## config.mk

```make
export PLATFORM = sky130hd
export DESIGN_NAME = neighbor_node_table
export DESIGN_NICKNAME = d
export VERILOG_FILES = /design/src/design/nnt_pkg.sv /design/src/design/neighbor_node_table.sv /design/src/design/nnt_cell.sv
export VERILOG_INCLUDE_DIRS = /design/src /design/src/design
export SDC_FILE = /design/constraint.sdc
export NUM_CORES = 2
export LEC_CHECK = 0
export BUFFER_PORTS_ARGS = -buffer_cell sky130_fd_sc_hd__buf_2
export CAP_MARGIN = 30
export CORE_MARGIN = 4
export CORE_UTILIZATION = 25
export CTS_BUF_LIST = sky130_fd_sc_hd__clkbuf_4
export CTS_CLUSTER_DIAMETER = 80
export DETAILED_ROUTE_END_ITERATION = 8
export GPL_TIMING_DRIVEN = 0
export PLACE_DENSITY = 0.43
export SETUP_SLACK_MARGIN = 0.3
export SLEW_MARGIN = 20
export SYNTH_ARGS = -nofsm -noshare
export SYNTH_HDL_FRONTEND = slang
export SYNTH_SLANG_ARGS = --single-unit
export TNS_END_PERCENT = 50
```

## constraint.sdc

```tcl
create_clock -name clock -period 5.4 [get_ports clock]
set_clock_uncertainty 0.05 [all_clocks]
set_input_delay 1.08 -clock clock [delete_from_list [all_inputs] [get_ports clock]]
set_output_delay 1.08 -clock clock [all_outputs]
set_load 0.01 [all_outputs]
```

## src/design/neighbor_node_table_defines.svh

```systemverilog
// Assertion helpers for the neighbour node table.
`ifndef NEIGHBOR_NODE_TABLE_DEFINES_SVH
`define NEIGHBOR_NODE_TABLE_DEFINES_SVH

// Same-cycle implication, sampled on the rising clock edge, idle in reset.
`define NNT_ASSERT_IMP(lbl, ante, cons, msg) \
   lbl: assert property (@(posedge clock) disable iff (reset) (ante) |-> (cons)) \
      else $error(msg);

// Next-cycle implication, sampled on the rising clock edge, idle in reset.
`define NNT_ASSERT_NXT(lbl, ante, cons, msg) \
   lbl: assert property (@(posedge clock) disable iff (reset) (ante) |=> (cons)) \
      else $error(msg);

`endif

```

## src/design/nnt_pkg.sv

```systemverilog
package nnt_pkg;

   localparam int ADDR_W     = 16;
   localparam int FC_W       = 24;
   localparam int PRIO_W     = 4;
   localparam int MTYPE_W    = 8;
   localparam int SUM_W      = 28;
   // widest slot index over the supported table sizes (up to 64 entries)
   localparam int MAX_IDX_W  = 6;

   localparam logic [1:0] OUT_UPDATED  = 2'd0;
   localparam logic [1:0] OUT_INSERTED = 2'd1;
   localparam logic [1:0] OUT_FULL     = 2'd2;
   localparam logic [1:0] OUT_IGNORED  = 2'd3;

   localparam logic [MTYPE_W-1:0] MSG_SKIP = 8'd1;

   typedef struct packed {
      logic [ADDR_W-1:0]  node_address;
      logic [FC_W-1:0]    forecast;
      logic [PRIO_W-1:0]  priority_req;
      logic [MTYPE_W-1:0] message_type;
   } req_type;

   typedef struct packed {
      logic [1:0]       outcome;
      logic [3:0]       slot;
      logic [4:0]       entry_count;
      logic [SUM_W-1:0] forecast_sum;
   } rsp_type;

   // search token that walks the row of cells
   typedef struct packed {
      logic                 valid;
      logic                 hit;
      logic [MAX_IDX_W-1:0] slot;
      logic [ADDR_W-1:0]    address;
      logic [FC_W-1:0]      old_forecast;
   } probe_type;

   // write broadcast from the controller to the row
   typedef struct packed {
      logic                 en;
      logic                 set_addr;
      logic [MAX_IDX_W-1:0] slot;
      logic [ADDR_W-1:0]    address;
      logic [FC_W-1:0]      forecast;
      logic [PRIO_W-1:0]    prio_level;
      logic                 skip;
   } wr_type;

endpackage

```

## src/design/neighbor_node_table.sv

```systemverilog
// Neighbour node table. Each request beat carries one status message (node address,
// forecast, priority, message type) and yields exactly one response beat with the
// outcome, the slot touched, the entry count and the running sum of stored forecasts.
// Entries live in a row of ENTRIES cells; a search token enters cell 0 in the cycle
// after the request beat and moves one cell per cycle, so the first (lowest) matching
// slot claims it. After the token leaves the last cell it is held in a register; once
// the response register is free, the controller writes the chosen cell and loads the
// response register in the same cycle. One message is handled at a time: the next
// request beat is taken only once the response register is loaded, and it is taken
// while a finished response still waits for rsp_ready. A zero address walks the row
// like any other but changes nothing. The forecast sum is kept incrementally and
// wraps modulo 2^28; slot and entry_count carry the low 4 and 5 bits of the internal
// values. No clearing pass follows reset.
`include "neighbor_node_table_defines.svh"

module neighbor_node_table
   import nnt_pkg::*;
#(
   parameter int ENTRIES = 16
) (
   input  logic    clock,
   input  logic    reset,
   input  logic    req_valid,
   output logic    req_ready,
   input  req_type req_data,
   output logic    rsp_valid,
   input  logic    rsp_ready,
   output rsp_type rsp_data
);

   localparam int CNT_W = $clog2(ENTRIES + 1);

   typedef enum logic [1:0] {ST_IDLE, ST_SEARCH, ST_FINISH} state_type;

   state_type         state_ff, state_in;
   req_type           req_ff, req_in;
   probe_type         probe_in_ff, probe_in_in;
   probe_type         done_ff, done_in;
   logic [CNT_W-1:0]  count_ff, count_in;
   logic [SUM_W-1:0]  sum_ff, sum_in;
   logic              rsp_valid_ff, rsp_valid_in;
   rsp_type           rsp_data_ff, rsp_data_in;
   wr_type            wr;
   logic              rsp_free;
   probe_type         chain [ENTRIES+1];
   logic [ENTRIES:0]  probe_live;

   // the token enters the row from the controller's launch register
   assign chain[0]      = probe_in_ff;
   assign probe_live[0] = probe_in_ff.valid;

   for (genvar k = 0; k < ENTRIES; k++) begin : g_row
      nnt_cell #(
         .ENTRIES (ENTRIES),
         .INDEX   (k)
      ) u_cell (
         .clock      (clock),
         .reset      (reset),
         .count      (count_ff),
         .probe_up   (chain[k]),
         .probe_down (chain[k+1]),
         .wr         (wr)
      );
      assign probe_live[k+1] = chain[k+1].valid;
   end

   assign rsp_free  = !rsp_valid_ff || rsp_ready;
   assign req_ready = (state_ff == ST_IDLE);
   assign rsp_valid = rsp_valid_ff;
   assign rsp_data  = rsp_data_ff;

   always_comb begin
      state_in     = state_ff;
      req_in       = req_ff;
      probe_in_in  = '0;
      done_in      = done_ff;
      count_in     = count_ff;
      sum_in       = sum_ff;
      rsp_valid_in = rsp_valid_ff && !rsp_ready;
      rsp_data_in  = rsp_data_ff;
      wr           = '0;

      unique case (state_ff)
         ST_IDLE: begin
            // launch the token on the request beat
            if (req_valid) begin
               req_in              = req_data;
               probe_in_in.valid   = 1'b1;
               probe_in_in.address = req_data.node_address;
               state_in            = ST_SEARCH;
            end
         end
         ST_SEARCH: begin
            // hold the token once it falls off the end of the row
            if (chain[ENTRIES].valid) begin
               done_in  = chain[ENTRIES];
               state_in = ST_FINISH;
            end
         end
         ST_FINISH: begin
            if (rsp_free) begin
               wr.address    = req_ff.node_address;
               wr.forecast   = req_ff.forecast;
               wr.prio_level = req_ff.priority_req;
               rsp_data_in.slot = '0;
               priority if (req_ff.node_address == '0) begin
                  rsp_data_in.outcome = OUT_IGNORED;
               end else if (done_ff.hit) begin
                  // refresh the matched entry, swap its forecast in the sum
                  wr.en       = 1'b1;
                  wr.slot     = done_ff.slot;
                  wr.skip     = (req_ff.message_type == MSG_SKIP);
                  sum_in      = SUM_W'(sum_ff - SUM_W'(done_ff.old_forecast)
                                       + SUM_W'(req_ff.forecast));
                  rsp_data_in.outcome = OUT_UPDATED;
                  rsp_data_in.slot    = 4'(done_ff.slot);
               end else if (count_ff < CNT_W'(ENTRIES)) begin
                  // append in the next free slot
                  wr.en       = 1'b1;
                  wr.set_addr = 1'b1;
                  wr.slot     = MAX_IDX_W'(count_ff);
                  wr.skip     = 1'b0;
                  count_in    = CNT_W'(count_ff + 1'b1);
                  sum_in      = SUM_W'(sum_ff + SUM_W'(req_ff.forecast));
                  rsp_data_in.outcome = OUT_INSERTED;
                  rsp_data_in.slot    = 4'(count_ff);
               end else begin
                  rsp_data_in.outcome = OUT_FULL;
               end
               rsp_data_in.entry_count  = 5'(count_in);
               rsp_data_in.forecast_sum = sum_in;
               rsp_valid_in             = 1'b1;
               state_in                 = ST_IDLE;
            end
         end
         default: begin
            state_in = ST_IDLE;
         end
      endcase
   end

   always_ff @(posedge clock) begin
      if (reset) begin
         state_ff     <= ST_IDLE;
         probe_in_ff  <= '0;
         count_ff     <= '0;
         sum_ff       <= '0;
         rsp_valid_ff <= 1'b0;
      end else begin
         state_ff     <= state_in;
         probe_in_ff  <= probe_in_in;
         count_ff     <= count_in;
         sum_ff       <= sum_in;
         rsp_valid_ff <= rsp_valid_in;
      end
      req_ff      <= req_in;
      done_ff     <= done_in;
      rsp_data_ff <= rsp_data_in;
   end

   // at most one token in flight anywhere in the row
   `NNT_ASSERT_IMP(a_single_probe, 1'b1, $onehot0(probe_live), "more than one probe in the row")
   // a live token only exists during the search
   `NNT_ASSERT_IMP(a_probe_in_search, |probe_live, state_ff == ST_SEARCH, "probe outside search")
   // the table never grows past its size
   `NNT_ASSERT_IMP(a_count_bound, 1'b1, count_ff <= CNT_W'(ENTRIES), "entry count past table size")
   // every request beat launches a token
   `NNT_ASSERT_NXT(a_launch, req_valid && req_ready, probe_in_ff.valid, "request without probe")

endmodule

```

## src/design/nnt_cell.sv

```systemverilog
module nnt_cell
   import nnt_pkg::*;
#(
   parameter int ENTRIES = 16,
   parameter int INDEX   = 0
) (
   input  logic                         clock,
   input  logic                         reset,
   input  logic [$clog2(ENTRIES+1)-1:0] count,
   input  probe_type                    probe_up,
   output probe_type                    probe_down,
   input  wr_type                       wr
);

   localparam int CNT_W = $clog2(ENTRIES + 1);

   logic [ADDR_W-1:0] addr_ff;
   logic [FC_W-1:0]   forecast_ff;
   logic [PRIO_W-1:0] prio_ff;
   logic              fresh_ff;
   logic              skip_ff;
   probe_type         probe_ff;
   probe_type         probe_in;
   logic              wr_here;

   assign wr_here = wr.en && (wr.slot == MAX_IDX_W'(INDEX));

   // take the token only if no earlier cell has claimed it
   always_comb begin
      probe_in = probe_up;
      if (probe_up.valid && !probe_up.hit && (CNT_W'(INDEX) < count) &&
          (addr_ff == probe_up.address)) begin
         probe_in.hit          = 1'b1;
         probe_in.slot         = MAX_IDX_W'(INDEX);
         probe_in.old_forecast = forecast_ff;
      end
   end

   always_ff @(posedge clock) begin
      if (reset) begin
         probe_ff <= '0;
      end else begin
         probe_ff <= probe_in;
      end
   end

   always_ff @(posedge clock) begin
      if (wr_here) begin
         if (wr.set_addr) begin
            addr_ff <= wr.address;
         end
         forecast_ff <= wr.forecast;
         prio_ff     <= wr.prio_level;
         fresh_ff    <= 1'b1;
         skip_ff     <= wr.skip;
      end
   end

   assign probe_down = probe_ff;

endmodule

```

==> metrics <==
worst skew pair latency=1300 ps; syn_area_per_cell=13.5 um2; CP Launch Point=req_ff[43]; clk sink count=1,506; first-pass GRT wire length=216,000 um; Post-Syn Instances=3,998; total global routing overflow=0; crit path DAT=5650 ps; Max clock buf depth=4; MaxCap Viol Count=0; Cell Chain, Critical Path=nor4_1 -> nand4_2 -> o21ai_2 -> or2_2 -> clkbuf_1 -> nor2b_1 -> nand2_1 -> buf_8 -> nor2_4 -> buf_16; antenna violations before repair=8; Final Max Tran Viols=0; remaining antenna violation count=0; Yosys top cell area share=0.416; wire length on met2=65,100 um; status=finished clean; total CTS buffers=405; gpl congestion=0.802; Seq/Total Area, Yosys=0.697; clock-pin slew on the worst setup and hold paths=60 ps; wire length per cell=18.7 um; Iter 0 DRT Violations=1,697; met1 WL=69,800 um; iteration count of the initial detailed-routing pass=5; Die Area=0.223 mm2; period utilisation layout=0.882; library cells used by synthesis=89; met3 WL=6580 um; Fillers=22,100; HP Class=reg -> reg; commonest non-fill, non-tap cell in the layout=dfxtp_1; Ports=97; worst hold path startpoint=g_row[15].u_cell.probe_down[10]; wirelength, routed=145,000 um; Worst EP required=6290 ps; Post-Synthesis Net Count=4,135; Yosys warnings=0; Fmax=0.210 GHz; Hold WS=340 ps; initial core utilization=0.251; power per cell area=352 mW/mm2; DR vias/cell=4.14; die width=473 um; RSZ-0062 raised after global routing=no; slowest CP cell=nor4_1; CP peak stage delay=760 ps; top_reg_cell synth=dfxtp_1; total power=22.7 mW; Area growth syn-to-layout=19.7%; RR Startpoint=req_ff[43]; Top delay family on crit path=simple AND/OR/NAND/NOR gates; ys async rst share=0; Max VDD drop=221 uV; Placement Setup Slack=302 ps; DR top layer=met4; Tmin final=4760 ps; Slew headroom=0.320; Port Buf Inserts=84; Post-synth EDFFs=748; top post-synthesis cells by area=edfxtp_1, dfxtp_1, mux2i_1; number of global-route vias before repair=33,900; Die Ht=473 um; min setup slack post-route=638 ps; Vias=32,100; CP Capture Type=register; hpwl dp=106,000 um; # rows=170; Worst Tran Pin Value=1020 ps; commonest non-fill, non-tap cells in the layout=dfxtp_1, edfxtp_1, clkbuf_4; endpoints failing setup=0; Buf+Inv Stages, Crit Path=3; DRC Markers=0; CTS tree=done; LEAKAGE=26.0 nW; Synth Register Bits=1,506; final net count=4,709; CTS root buffer=clkbuf_4; share of cells above drive strength 1=0.192; worst-path maximum fanout=15; htree depth=5; gr usage total=0.129; core area=0.215 mm2; postcts setup bufs=0; critical path class=reg -> reg; Final Hold Viols=0; dominant cell type by area after synthesis=edfxtp_1; largest net degree at the start of global routing=37; Post-Syn Area=0.0540 mm2; CP Launch Type=register
[path summary, 6_finish.rpt]
check / depth (start not counted) / end / slack [ps]
max: 10 / g_row[1].u_cell.forecast_ff[0] / 640
min: 0 / done_ff[10] / 340
max reg2reg: 10 / g_row[1].u_cell.forecast_ff[0] / 640
min reg2reg: 0 / done_ff[10] / 340
[power by group]
| part | internal (mW) | leakage, nW | switching (mW) |
|---|---|---|---|
| clock | 5.67 | 3.20 | 4.67 |
| sequential | 11.9 | 14.6 | 0.0296 |
| combinational | 0.146 | 8.24 | 0.311 |
[repair_timing]
item                                   4_1_cts  5_1_grt
endpoints found under the hold margin       60        0
gates resized for setup                      1        0
setup endpoints to repair                   17        0
hold buffers                                43        0
[routing by layer]
| layer | up-vias | track usage |
|---|---|---|
| li1 | 15300 | - |
| met1 | 15700 | 0.177 |
| met2 | 765 | 0.201 |
| met3 | 254 | 0.0281 |
| met4 | 0 | 0.0433 |
| met5 | - | 0 |
[cells by family after synthesis]
family | share of synthesized area
xor+xnor | 0.0474
mux | 0.0682
compound gates | 0.0330
flops | 0.697
fa+ha+maj | 0.0222
simple gates | 0.110
buf+inv | 0.0225
[worst register-to-register path, cell delays in order, from the launching register on]
cell      delay, ps
edfxtp_1        500
nor4_1          760
nand4_2         650
o21ai_2         500
or2_2           210
clkbuf_1        620
nor2b_1         150
nand2_1         430
buf_8           230
nor2_4          130
buf_16          190
[metrics by stage]
stage	cell area [um2]	setup TNS (ps)	std cells	utilization
final	64700	0	7750	0.301
after global routing	64700	0	7746	0.301
after CTS	64600	0	7737	0.301
after detailed placement	58800	0	6958	0.274
after global placement	58000	-406970	6920	0.270
after floorplan	54000	0	3998	-
[synthesized netlist by cell type (all sizes together) (4+ instances only)]
master,count
dfxtp,758
edfxtp,748
nor2,543
mux2i,363
nor2b,267
xnor2,176
inv,127
xor2,116
clkbuf,109
nand2,108
a21oi,86
ha,56
o21ai,55
and3,54
buf,50
nand4,45
nor4,42
nand3,34
and2,29
fa,25
nor3,21
a21o,19
nand2b,19
a22oi,13
a211oi,12
o21a,10
nor3b,9
a31oi,8
nand4b,7
o211ai,7
and4,6
o22ai,6
or3,5
a2111oi,4
a211o,4
a41oi,4
mux2,4
nor4b,4
or2,4
[area by class of cell]
type / instances / area, um2 / share of cell area
plain buffers: 159 / 743 / 0.0115
well taps: 2838 / 3550 / 0.0549
multi-input cells: 2205 / 15400 / 0.238
repair buffers: 167 / 1450 / 0.0224
clock buffers: 643 / 4830 / 0.0747
flip-flops and latches: 1506 / 37600 / 0.582
diodes: 11 / 27.5 / 0.000426
inverters: 128 / 480 / 0.00743
clock inverters: 93 / 528 / 0.00817
[state kept, by name (all words and copies together), names as in the netlist]
| name | cells |
|---|---|
| count_ff | 5 |
| rsp_valid | 1 |
| rsp_data | 39 |
| g_row.u_cell.forecast_ff | 384 |
| g_row.u_cell.probe_down | 705 |
| g_row.u_cell.addr_ff | 256 |
| done_ff | 29 |
| state_ff | 2 |
| chain | 17 |
| req_ff | 40 |
| sum_ff | 28 |
Note: power is estimated with default switching activity, not from simulation.
